[src/hw/rtl/tea_pkg.sv]
// ---------------------------------------------------------------------------
// tea_pkg
// Shared types, constants and round helpers for the TEA cipher block.
// ---------------------------------------------------------------------------
package tea_pkg;

  localparam int WORD_W     = 32;
  localparam int KEY_WORDS  = 4;
  localparam int ROUNDS_DEF = 32;
  localparam int CFG_IDX_W  = 8;

  localparam logic [WORD_W-1:0] DELTA = 32'h9e37_79b9;

  // direction codes
  localparam logic CMD_ENCRYPT = 1'b0;
  localparam logic CMD_DECRYPT = 1'b1;

  // configuration register indexes
  localparam logic [CFG_IDX_W-1:0] REG_KEY_WORD0 = 8'd0;
  localparam logic [CFG_IDX_W-1:0] REG_KEY_WORD1 = 8'd1;
  localparam logic [CFG_IDX_W-1:0] REG_KEY_WORD2 = 8'd2;
  localparam logic [CFG_IDX_W-1:0] REG_KEY_WORD3 = 8'd3;

  typedef logic [WORD_W-1:0]                 word_t;
  typedef logic [KEY_WORDS-1:0][WORD_W-1:0]  key_t;

  // one item in flight along the cell row
  typedef struct packed {
    logic  valid;
    logic  cmd;
    word_t y;
    word_t z;
  } stage_t;

  // delta * n mod 2^32, evaluated at elaboration only
  function automatic word_t round_sum(input int unsigned n);
    logic [2*WORD_W-1:0] p;
    p = {{WORD_W{1'b0}}, DELTA} * (2*WORD_W)'(n);
    return p[WORD_W-1:0];
  endfunction

  // TEA mixing function
  function automatic word_t tea_mix(input word_t x, input word_t sum,
                                    input word_t ka, input word_t kb);
    return ((x << 4) + ka) ^ (x + sum) ^ ((x >> 5) + kb);
  endfunction

endpackage

[src/hw/rtl/tea_cell.sv]
// ---------------------------------------------------------------------------
// tea_cell
// One half-round of TEA: updates one block word from the other and hands on.
// ---------------------------------------------------------------------------
module tea_cell #(
  parameter tea_pkg::word_t ENC_SUM    = tea_pkg::DELTA,
  parameter tea_pkg::word_t DEC_SUM    = tea_pkg::DELTA,
  parameter bit             FIRST_HALF = 1'b1
) (
  input  logic            clk,
  input  logic            rst,
  input  logic            en,
  input  tea_pkg::key_t   key,
  input  tea_pkg::stage_t din,
  output tea_pkg::stage_t dout
);

  logic           dec;
  logic           upd_y;
  tea_pkg::word_t src;
  tea_pkg::word_t dst;
  tea_pkg::word_t ka;
  tea_pkg::word_t kb;
  tea_pkg::word_t sum;
  tea_pkg::word_t mix;
  tea_pkg::word_t res;

  // enc: y from z, then z from y; dec runs the halves mirrored
  always_comb begin
    dec   = (din.cmd == tea_pkg::CMD_DECRYPT);
    upd_y = FIRST_HALF ? !dec : dec;
    src   = upd_y ? din.z : din.y;
    dst   = upd_y ? din.y : din.z;
    ka    = upd_y ? key[0] : key[2];
    kb    = upd_y ? key[1] : key[3];
    sum   = dec ? DEC_SUM : ENC_SUM;
    mix   = tea_pkg::tea_mix(src, sum, ka, kb);
    res   = dec ? (dst - mix) : (dst + mix);
  end

  // data words carry no reset; only the valid bit is cleared
  always_ff @(posedge clk) begin
    if (en) begin
      dout.cmd <= din.cmd;
      dout.y   <= upd_y ? res : din.y;
      dout.z   <= upd_y ? din.z : res;
    end
    if (rst) begin
      dout.valid <= 1'b0;
    end else if (en) begin
      dout.valid <= din.valid;
    end
  end

endmodule

[config.mk]
export PLATFORM = sky130hd
export DESIGN_NAME = tea_cell
export DESIGN_NICKNAME = d
export VERILOG_FILES = /design/src/hw/rtl/tea_pkg.sv /design/src/hw/rtl/tea_cell.sv
export SDC_FILE = /design/constraint.sdc
export NUM_CORES = 1
export LEC_CHECK = 0
export BUFFER_PORTS_ARGS = -buffer_cell sky130_fd_sc_hd__buf_2
export CORE_MARGIN = 1
export CORE_UTILIZATION = 45
export CTS_BUF_LIST = sky130_fd_sc_hd__clkbuf_4
export DETAILED_ROUTE_END_ITERATION = 8
export PLACE_DENSITY_LB_ADDON = 0.15
export REMOVE_ABC_BUFFERS = 1
export SYNTH_ARGS = -nofsm -noshare
export SYNTH_HDL_FRONTEND = slang
export SYNTH_SLANG_ARGS = --single-unit
[constraint.sdc]
create_clock -name clk -period 7 [get_ports clk]
set_input_delay 0.35 -clock clk [delete_from_list [all_inputs] [get_ports clk]]
set_output_delay 0.35 -clock clk [all_outputs]
set_load 0.01 [all_outputs]
==> run metrics <==
largest net degree at the start of global routing a little under 80; worst slew pin tran between 0.9 and 1 ns; layout net count 1807; Max Used Layer met4; cell taking the most area after synthesis edfxtp_1; CP endpoint kind flop; register clock-pin slew on the reported worst setup and hold paths 0.14 ns; Switch Pwr 2.044 mW; Rows 55; layout cells sized above 1 0.2898; Reg2Reg Depth 2; sequential element share of the synthesized area 0.1850; r2r setup slk 6.41 ns; initial antenna violation count 1; die area 0.02430 mm²; met1 WL around 17000 µm; number of hold violations in the final report 0; DRT Pass-1 Iters 5; largest cells by area after synthesis edfxtp_1 18%, xnor2_1 12%, ha_1 10%; dpl ws 0.03316 ns; PwrDens 339.5 mW/mm²; Clock power frac 0.056; yosys warns 0; drt first-iter violations approximately 730; required time worst endpoint ~7.3 ns; core box area 0.02292 mm²; slew margin rel. 0.3861; GRT Residual Overflow 0; Hold Path Sink dout[65]; maximum clock frequency 0.1550 GHz; HP Start rst; IO Count 263; Crit Path Max Fanout 46; switching part of the total 0.4797; count of cell types in the netlist 89; Post-synth top flop edfxtp_1; fin area 0.01255 mm²; most common cell after layout, fill and taps aside buf_2; outcome completed; vias 10.33k; Finish-stage setup viols 0; share of power burned in registers 0.171; Residual DRC 0; die span in x 155.9 µm; worst r2r dst dout[65]; asr flop ratio synth 0; first-pass GRT wire length 49690 µm; Avg Cell Area, Syn 8.492 µm²; Via density approximately 5.6; Worst Hold Class input port to flop; combinational group share of total power 0.773; routed length on met3 roughly 2300 µm; post-DR wirelength/cell 17.45 µm; Clk Latency, worst-skew pair 0.44 ns; Yosys top cell area share 0.1831; most flop-heavy register dout; die height 155.9 µm; worst hold slack just over 0.04 ns; Post-Syn Area 0.01066 mm²; post-place instance area 0.01241 mm²; RSZ-0062 raised after global routing no; count of pins over their slew limit 0; Final min period around 6.5 ns; number of routed nets with antenna violations 0; leakage 5.607 nW; CTS max path bufs 2; max-cap viol count 0; commonest cells after routing, fill and taps aside 261 x buf_2, 143 x nand2_1, 141 x xnor2_1; internal power 2.217 mW; max reg flops 66; post-CTS sizing 0; Syn Inst Count ~1.3k; total setup buffers inserted after CTS 0; initial core utilization 0.4651; cts hold-fix bufs 0; CTS Buf Count 9; Setup CP Type input port to flop; Final WS setup 0.5479 ns; PnR Total Power roughly 4.3 mW; Area growth syn-to-layout 17.77%; hold path cells 2; Overall Global Routing Usage 0.2618; clock root buffer clkbuf_4; final WL 32090 µm; Largest regs dout x66; Post-synth EDFFs 65; setup_tns 0 ns; CTS tree built; DP Wirelength 26880 µm; Clock Sinks 66; CP arrival 6.73 ns; RR Startpoint dout[65]; fin crit share 0.9217; met2 routed WL 12950 µm; Synth Register Bits 66; worst ir drop on vdd between 0.1 and 0.15 mV; htree depth 3; Port Buffers 262; Final Skew 0 ns; vias in the first global route between 9k and 10k; CP Launch Type input port; routability cong. 0.9585
critical path: stages:
cell	delay (ns)
clkbuf_8	0.31
buf_4	0.28
nand2b_1	0.15
nand2_1	0.20
ha_1	0.47
o211ai_1	0.12
o22ai_1	0.37
a41oi_2	0.23
xnor3_1	0.53
nand3_1	0.21
a211oi_4	0.41
nand4_4	0.21
nor3_1	0.19
a21oi_1	0.10
xor2_1	0.18
ha_1	0.38
nand2_1	0.12
nor2_1	0.13
and3_1	0.18
and3_1	0.16
o211ai_1	0.10
a31oi_1	0.31
nand4_1	0.13
a21oi_1	0.21
xnor3_1	0.29
a31o_2	0.23
a31oi_1	0.14
cell usage after synthesis, drive strengths merged, types with 4 or more instances:
master / instances
a211oi: 18
a21bo: 6
a21o: 40
a21oi: 106
a31o: 4
a31oi: 24
a41oi: 4
and2: 9
and3: 10
buf: 21
clkbuf: 19
edfxtp: 65
ha: 87
inv: 40
mux2: 92
mux2i: 19
nand2: 143
nand2b: 16
nand3: 13
nand4: 11
nor2: 79
nor2b: 14
nor3: 24
nor4: 8
nor4b: 7
o211ai: 17
o21a: 5
o21ai: 69
o21bai: 9
o221ai: 5
o22ai: 6
or2: 6
or3: 6
xnor2: 142
xnor3: 11
xor2: 48
worst max path at each step:
stage	from	slack, ns	end
3_3_place_gp	din[64]	0.26	dout[63]
2_1_floorplan	din[64]	1.34	dout[63]
4_1_cts	din[64]	0.48	dout[63]
3_5_place_dp	din[64]	0.03	dout[63]
6_report	din[64]	0.55	dout[63]
5_1_grt	din[64]	0.03	dout[63]
power groups by stage:
stage | Combinational [mW] | Clock (mW) | Sequential [mW]
after floorplan | 2.30 | 0 | 0.838
after global placement | 3.21 | 0 | 0.737
after detailed placement | 3.23 | 0 | 0.740
after CTS | 3.25 | 0.244 | 0.731
after global routing | 3.62 | 0.259 | 0.744
final | 3.29 | 0.239 | 0.728
through the flow:
| stage | std cells | utilization |
|---|---|---|
| floorplan | 1215 | - |
| global placement | 1822 | 0.5416 |
| detailed placement | 1822 | 0.5416 |
| CTS | 1838 | 0.5468 |
| global route | 1839 | 0.5477 |
| finish | 1839 | 0.5477 |
area by class of cell:
class / instances / area [µm²]
Inverter: 40 / 150.1
Clock inverter: 7 / 52.55
Fill cell: 2175 / 10360
Antenna cell: 1 / 2.502
Timing Repair Buffer: 294 / 1577
Multi-Input combinational cell: 1109 / 8339
Clock buffer: 9 / 67.56
Tap cell: 313 / 391.6
Sequential cell: 66 / 1972
layer usage:
metal | up-vias | global-route usage
met4 | 0 | 0.04482
met2 | 414 | 0.3729
met5 | - | 0
li1 | 5151 | -
met1 | 4749 | 0.4171
met3 | 18 | 0.03056
logic make-up after synthesis:
| family | share of synthesized area |
|---|---|
| xor gates and xnor gates | 0.1801 |
| muxes | 0.1150 |
| AOI/OAI and AO/OA | 0.2104 |
| and+or+nand+nor | 0.1678 |
| DFF | 0.1850 |
| buffers and inverters | 0.03393 |
| adders and majority gates | 0.1078 |
Note: power is estimated with default switching activity, not from simulation.
