`config.mk`:
```
export PLATFORM = sky130hd
export DESIGN_NAME = tea_obuf
export DESIGN_NICKNAME = d
export VERILOG_FILES = /design/src/hw/rtl/tea_pkg.sv /design/src/hw/rtl/tea_obuf.sv
export SDC_FILE = /design/constraint.sdc
export NUM_CORES = 1
export LEC_CHECK = 0
export ABC_AREA = 1
export BUFFER_PORTS_ARGS = -buffer_cell sky130_fd_sc_hd__buf_2
export CAP_MARGIN = 20
export CORE_MARGIN = 5
export CORE_UTILIZATION = 45
export CTS_CLUSTER_DIAMETER = 120
export DETAILED_ROUTE_END_ITERATION = 10
export PLACE_DENSITY = 0.76
export SETUP_SLACK_MARGIN = 0.3
export SYNTH_ARGS = -nofsm -noshare
export SYNTH_HDL_FRONTEND = slang
export SYNTH_SLANG_ARGS = --single-unit
```
`constraint.sdc`:
```
create_clock -name clk -period 6 [get_ports clk]
set_input_delay 0.9 -clock clk [delete_from_list [all_inputs] [get_ports clk]]
set_output_delay 0.9 -clock clk [all_outputs]
set_load 0.005 [all_outputs]
```
`src/hw/rtl/tea_pkg.sv`:
```
// ---------------------------------------------------------------------------
// tea_pkg
// Shared types, constants and round helpers for the TEA cipher block.
// ---------------------------------------------------------------------------
package tea_pkg;

  localparam int WORD_W     = 32;
  localparam int KEY_WORDS  = 4;
  localparam int ROUNDS_DEF = 32;
  localparam int CFG_IDX_W  = 8;

  localparam logic [WORD_W-1:0] DELTA = 32'h9e37_79b9;

  // direction codes
  localparam logic CMD_ENCRYPT = 1'b0;
  localparam logic CMD_DECRYPT = 1'b1;

  // configuration register indexes
  localparam logic [CFG_IDX_W-1:0] REG_KEY_WORD0 = 8'd0;
  localparam logic [CFG_IDX_W-1:0] REG_KEY_WORD1 = 8'd1;
  localparam logic [CFG_IDX_W-1:0] REG_KEY_WORD2 = 8'd2;
  localparam logic [CFG_IDX_W-1:0] REG_KEY_WORD3 = 8'd3;

  typedef logic [WORD_W-1:0]                 word_t;
  typedef logic [KEY_WORDS-1:0][WORD_W-1:0]  key_t;

  // one item in flight along the cell row
  typedef struct packed {
    logic  valid;
    logic  cmd;
    word_t y;
    word_t z;
  } stage_t;

  // delta * n mod 2^32, evaluated at elaboration only
  function automatic word_t round_sum(input int unsigned n);
    logic [2*WORD_W-1:0] p;
    p = {{WORD_W{1'b0}}, DELTA} * (2*WORD_W)'(n);
    return p[WORD_W-1:0];
  endfunction

  // TEA mixing function
  function automatic word_t tea_mix(input word_t x, input word_t sum,
                                    input word_t ka, input word_t kb);
    return ((x << 4) + ka) ^ (x + sum) ^ ((x >> 5) + kb);
  endfunction

endpackage

```
`src/hw/rtl/tea_obuf.sv`:
```
// ---------------------------------------------------------------------------
// tea_obuf
// Output register with a one-entry skid stage behind the cell row.
// ---------------------------------------------------------------------------
module tea_obuf (
  input  logic            clk,
  input  logic            rst,
  input  tea_pkg::stage_t din,
  input  logic            out_ready,
  output logic            adv,
  output tea_pkg::stage_t dout
);

  tea_pkg::stage_t skid;
  logic            take;

  assign adv  = !skid.valid;
  assign take = !dout.valid || out_ready;

  always_ff @(posedge clk) begin
    if (take) begin
      dout.cmd <= skid.valid ? skid.cmd : din.cmd;
      dout.y   <= skid.valid ? skid.y   : din.y;
      dout.z   <= skid.valid ? skid.z   : din.z;
    end else if (adv) begin
      skid.cmd <= din.cmd;
      skid.y   <= din.y;
      skid.z   <= din.z;
    end
    if (rst) begin
      dout.valid <= 1'b0;
      skid.valid <= 1'b0;
    end else if (take) begin
      dout.valid <= skid.valid || din.valid;
      skid.valid <= 1'b0;
    end else if (din.valid && adv) begin
      skid.valid <= 1'b1;
    end
  end

endmodule

```
==> flow_summary_export.csv, run 1 <==
group,metric,value,unit
placed_design,pre_cts_slack,2.54,ns
cts,clkSinkCount,132,
yosys,async_flop_share,0,%
setup_path,worstPathArrival,2.17,ns
placed_design,hpwl,6100,um
min_path,whs_path_depth,2,
setup_path,ff2ff_path_depth,3,
min_path,hold_end,"dout[15]",
pwr,internal_power,1720,uW
yosys,synthCells,352,
pwr,pwr-share-seq,50.5,%
drt,vias,2902,
setup_path,start_kind,"register",
floorplan,die_w,114,um
setup_path,crit_chain,"inv_2 > buf_12 > buf_2",
final_layout,diodes,0,
placed_design,gp_congestion,0.742,
yosys,postSynthNetCount,421,
yosys,synthTopCellsByCount,"nand2_1, edfxtp_1, buf_2, buf_6, nor2_1",
final_layout,final_nets,563,
global_routing,gr-max-usage-layer,"met2",
yosys,yosysSeqAreaShare,81.7,%
pwr,p_sw_share,21.0,%
floorplan,fp.dieH,114,um
final_layout,drive_gt1_share,33.9,%
global_routing,met3_usage,5.31,%
setup_path,crit_type,"reg2out",
yosys,synth_most_common_cell,"nand2_1",
global_routing,use_met1,18.4,%
drt,postRouteAntennaNets,0,
yosys,synth_top_cell_by_area,"edfxtp_1",
placed_design,dpl-instance-area,5590,sq um
drt,drt-vias-per-instance,4.51,
sta,fin_crit_sh,51.2,%
final_layout,fin_util,59.2,%
cts,clkLatencyLatePin,0.51,ns
pwr,peakVddDrop,0.249,mV
cts,cts_hold_repair.buffers,0,
placed_design,place_inst,610,
sta,maxSlewHeadroom,40.9,%
sta,final.min_clock_period,3.07,ns
yosys,yosys_warnings,0,
pwr,power_density,353,nW/um^2
setup_path,reg2reg_to,"skid[39]",
floorplan,initial_utilization,46.4,%
global_routing,gr-usage-met2,24.5,%
final_layout,stdcell_area,6170,sq um
setup_path,slowest_delay,0.81,ns
job,cap_violations,0,
cts,cts.repair.resized,0,
sta,timing.fmax,326,MHz
min_path,hp-class,"reg2reg",
global_routing,grt_start_max_net_pins,67,
yosys,syn-cell-area,4830,sq um
global_routing,grt_usage,15.0,%
cts,postCtsSetupBuffers,0,
cts,max-clock-path-buffers,2,
setup_path,reg2reg_from,"dout[65]",
pwr,p_sw,457,uW
global_routing,antenna_found_initial,0,
cts,clkTransAtPathRegs,0.06,ns
final_layout,instances_no_fill,643,
cts,cts_buffers,17,
sta,final.setup.worst_slack,2.93,ns
setup_path,critical_path_required,5.10,ns
sta,hold_viol_final,0,
floorplan,die-area,12900,sq um
global_routing,grt_pass1_wl,14700,um
sta,worstMarginPinSlew,0.886,ns
pwr,combPwrFrac,5.7,%
global_routing,grt_pass1_vias,2996,
setup_path,crit_path_end_kind,"output port",
drt,wl,9280,um
yosys,ys_ff_latch,132,
setup_path,r2r_slack,3.30,ns
floorplan,io_pins,136,
drt,drtPass1Iterations,6,
drt,drc,0,
min_path,hold_path.startpoint,"skid[15]",
sta,fin_tns_setup,0,ns
sta,finalSetupViolations,0,
final_layout,syn_to_final_growth,27.8,%
setup_path,cp_slowest_cell,"dfxtp_2",
yosys,synth_edf_count,130,
setup_path,worstPathMaxFanout,46,
final_layout,fill_cells,859,
pwr,pwr-share-clk,43.8,%
setup_path,crit_family,"flip-flops",
sta,maxSlewViolCount,0,
floorplan,rows,37,
cts,ctsHtreeMaxLevel,4,
pwr,cellLeakagePower,0.00270,uW
yosys,syn_avg_cell_area,13.7,sq um
cts,cts_tree,"done",
placed_design,port_buffers,135,
setup_path,worstPathBufferInverterCount,3,
sta,skew,0.00899,ns
drt,wl_per_cell,14.4,um
yosys,netlist_top_cells_area,"edfxtp_1, nand2_1, buf_6, dfxtp_1, buf_2",
yosys,yosysTopAreaCellShare,80.8,%
sta,grt_setup_unrepaired,"no",
yosys,synth_flop_cell,"edfxtp_1",
yosys,synth_cell_types,12,
outcome,status,"finished clean",
global_routing,grt.overflow.total,0,
cts,clock-root-buffer,"clkbuf_8",
floorplan,coreArea,10400,sq um
drt,first_iter_violations,163,
## layout make-up
class | instances | area [sq um] | area share (%)
Tap cell | 136 | 170 | 2.76
Clock buffer | 18 | 418 | 6.77
Clock inverter | 14 | 139 | 2.25
Inverter | 3 | 11.3 | 0.183
Multi-Input combinational cell | 202 | 776 | 12.6
Timing Repair Buffer | 138 | 711 | 11.5
Sequential cell | 132 | 3950 | 63.9
## worst max path at each step
| stage | start | slack (ns) | cells after the start | endpoint |
|---|---|---|---|---|
| final | skid[65] | 2.93 | 3 | adv |
| after global routing | skid[65] | 2.77 | 3 | adv |
| after CTS | skid[65] | 2.73 | 2 | adv |
| after detailed placement | out_ready | 2.54 | 5 | skid[50] |
| after global placement | out_ready | 2.63 | 5 | skid[48] |
| after floorplan | out_ready | 0.90 | 3 | skid[0] |
## worst reg2reg max path: stages, from the launching register on
cell and delay [ns]:
dfxtp_1 0.39, nand2_4 0.45, nor2_4 0.95, buf_4 0.53
## placed cells by master, fill, tap and decap left out, drive strengths merged
cell      Yosys  routed
inv           3       3
buf          13     138
nand2       197     197
clkinv        0      10
nand3         1       1
o21ai         1       1
edfxtp      130     130
nor2          3       3
dfxtp         2       2
clkinvlp      0       2
clkbuf        2      18
bufinv        0       2
## per-stage QoR
stage	hold WS (ns)	power (uW)
2_1_floorplan	0.494	1170
3_3_place_gp	0.500	1240
3_5_place_dp	0.502	1250
4_1_cts	0.516	2210
5_1_grt	0.536	2270
6_report	0.513	2180
## cells by family (layout without fill, tap and decap cells)
kind of cell | after synthesis | after routing | share of synthesized area [%]
buffers and inverters | 18 | 173 | 2.57
AOI/OAI and AO/OA | 1 | 1 | 0.104
and+or+nand+nor | 201 | 201 | 15.7
DFF | 132 | 132 | 81.7
## registers in the layout, indices dropped and copies added (netlist names)
name,count
skid,66
dout,66
## power groups by stage
stage | sequential, uW | combinational [uW] | clock, uW
3_5_place_dp | 1120 | 127 | 0
2_1_floorplan | 1120 | 43.8 | 0
5_1_grt | 1110 | 140 | 1020
6_report | 1100 | 124 | 955
3_3_place_gp | 1120 | 123 | 0
4_1_cts | 1100 | 127 | 977
## routing by layer
metal,vias up,wire (um)
met1,1295,3910
li1,1471,-
met4,0,116
met2,123,4530
met3,13,719
met5,-,0
No activity file was read; power rests on OpenSTA's default activity.
==> run 2, diff against run 1 <==
Settings changed: PLACE_DENSITY 0.76 to 0.73.
Clock period 6 ns to 3.1 ns, I/O delays scaled along.
==> flow_summary_export.csv, run 2 (synthesized netlist as in run 1, its figures left out) <==
group,metric,value,unit
pwr,p_sw,818,uW
setup_path,crit_path_end_kind,"output port",
pwr,peakVddDrop,0.311,mV
pwr,pwr-share-seq,51.6,%
cts,clkTransAtPathRegs,0.05,ns
final_layout,final_common_cell,"nand2_1",
floorplan,initial_utilization,46.4,%
global_routing,grt.overflow.total,0,
pwr,cellLeakagePower,0.00268,uW
floorplan,io_pins,136,
placed_design,gp_congestion,0.758,
cts,clkLatencyLatePin,0.50,ns
outcome,status,"finished clean",
drt,vias,2926,
final_layout,diodes,0,
cts,max-clock-path-buffers,2,
sta,skew,0.0115,ns
sta,maxSlewHeadroom,45.1,%
final_layout,fin_util,58.8,%
sta,final.setup.worst_slack,0.766,ns
global_routing,antenna_found_initial,1,
drt,wl,9340,um
final_layout,final_nets,564,
floorplan,fp.dieH,114,um
job,cap_violations,0,
sta,fin_crit_sh,75.3,%
global_routing,grt_start_max_net_pins,66,
cts,cts_tree,"done",
setup_path,start_kind,"register",
cts,postCtsSetupBuffers,0,
setup_path,crit_type,"reg2out",
min_path,hold_end,"skid[58]",
floorplan,coreArea,10400,sq um
placed_design,pre_cts_slack,1.15,ns
drt,drt-vias-per-instance,4.57,
setup_path,reg2reg_to,"dout[36]",
drt,wl_per_cell,14.6,um
setup_path,r2r_slack,1.17,ns
pwr,power_density,674,nW/um^2
cts,clock-root-buffer,"clkbuf_8",
drt,drc,0,
sta,grt_setup_unrepaired,"no",
placed_design,port_buffers,135,
placed_design,hpwl,6150,um
sta,hold_viol_final,0,
pwr,pwr-share-clk,42.5,%
floorplan,die_w,114,um
floorplan,die-area,12900,sq um
sta,fin_tns_setup,0,ns
final_layout,drive_gt1_share,32.9,%
pwr,p_sw_share,19.8,%
global_routing,grt_pass1_vias,3064,
setup_path,worstPathArrival,1.87,ns
min_path,hold_path.startpoint,"din[58]",
cts,cts_buffers,17,
pwr,internal_power,3310,uW
sta,worstMarginPinSlew,0.824,ns
cts,clkSinkCount,132,
drt,postRouteAntennaNets,0,
sta,timing.fmax,428,MHz
final_layout,reg_top3,"dout: 66 flops, skid: 66 flops",
setup_path,critical_path_required,2.63,ns
final_layout,layout_common_cells,"nand2_1, buf_2, edfxtp_1, clkbuf_16",
sta,final.min_clock_period,2.33,ns
drt,first_iter_violations,184,
floorplan,rows,37,
setup_path,worstPathMaxFanout,33,
cts,cts_hold_repair.buffers,0,
setup_path,reg2reg_from,"skid[65]",
cts,cts.repair.resized,0,
drt,drtPass1Iterations,6,
cts,ctsHtreeMaxLevel,4,
pwr,combPwrFrac,5.9,%
min_path,hp-class,"in2reg",
min_path,whs_path_depth,1,
final_layout,fill_cells,838,
sta,finalSetupViolations,0,
setup_path,ff2ff_path_depth,4,
global_routing,grt_pass1_wl,14900,um
global_routing,grt_usage,15.1,%
final_layout,syn_to_final_growth,26.8,%
sta,maxSlewViolCount,0,
==> run 2: changes by cell type in the layout (fill, tap and decap cells not counted) <==
cell,change
clkinv_4,-4
buf_4,+2
clkinv_1,+2
clkinvlp_4,-2
buf_12,-1
clkbuf_1,+1
clkinv_2,-1
==> run 2: worst max-delay path: stages (launching register included) <==
cell and delay [ns]:
dfxtp_2 0.71, inv_2 0.41, buf_2 0.24
==> run 2: layer usage <==
metal	up-vias	wire [um]	GRT usage, %
li1	1471	-	-
met1	1340	3930	18.6
met2	101	4590	24.5
met3	12	704	5.57
met4	2	99	5.61
met5	-	7	0
==> run 2: cell type report <==
type	instances	area [sq um]	area share, %
flip-flops and latches	132	3950	64.5
clock buffers	19	422	6.89
inverters	3	11.3	0.184
clock inverters	9	91.3	1.49
repair buffers	139	706	11.5
well taps	136	170	2.78
multi-input cells	202	776	12.7
==> run 2: worst max path at each step <==
stage	start	endpoint	slack [ns]	cells past startpoint
2_1_floorplan	out_ready	skid[0]	0.64	3
3_3_place_gp	skid[65]	dout[3]	1.22	4
3_5_place_dp	skid[65]	dout[36]	1.15	4
4_1_cts	skid[65]	adv	0.70	2
5_1_grt	skid[65]	adv	0.56	2
6_report	skid[65]	adv	0.77	2
==> run 2: metrics by stage <==
| stage | hold slack [ns] | power [uW] | std cells | instance area (sq um) |
|---|---|---|---|---|
| 2_1_floorplan | 0.494 | 2260 | 352 | 4840 |
| 3_3_place_gp | 0.497 | 2400 | 612 | 5610 |
| 3_5_place_dp | 0.500 | 2410 | 612 | 5610 |
| 4_1_cts | 0.121 | 4170 | 640 | 6120 |
| 5_1_grt | 0.121 | 4290 | 640 | 6120 |
| 6_report | 0.151 | 4130 | 640 | 6120 |
==> run 2: power by group through the flow <==
stage / Sequential (uW) / Combinational [uW] / Clock (uW)
4_1_cts: 2130 / 249 / 1790
3_3_place_gp: 2160 / 240 / 0
2_1_floorplan: 2170 / 86.4 / 0
3_5_place_dp: 2160 / 249 / 0
6_report: 2130 / 242 / 1750
5_1_grt: 2140 / 274 / 1880
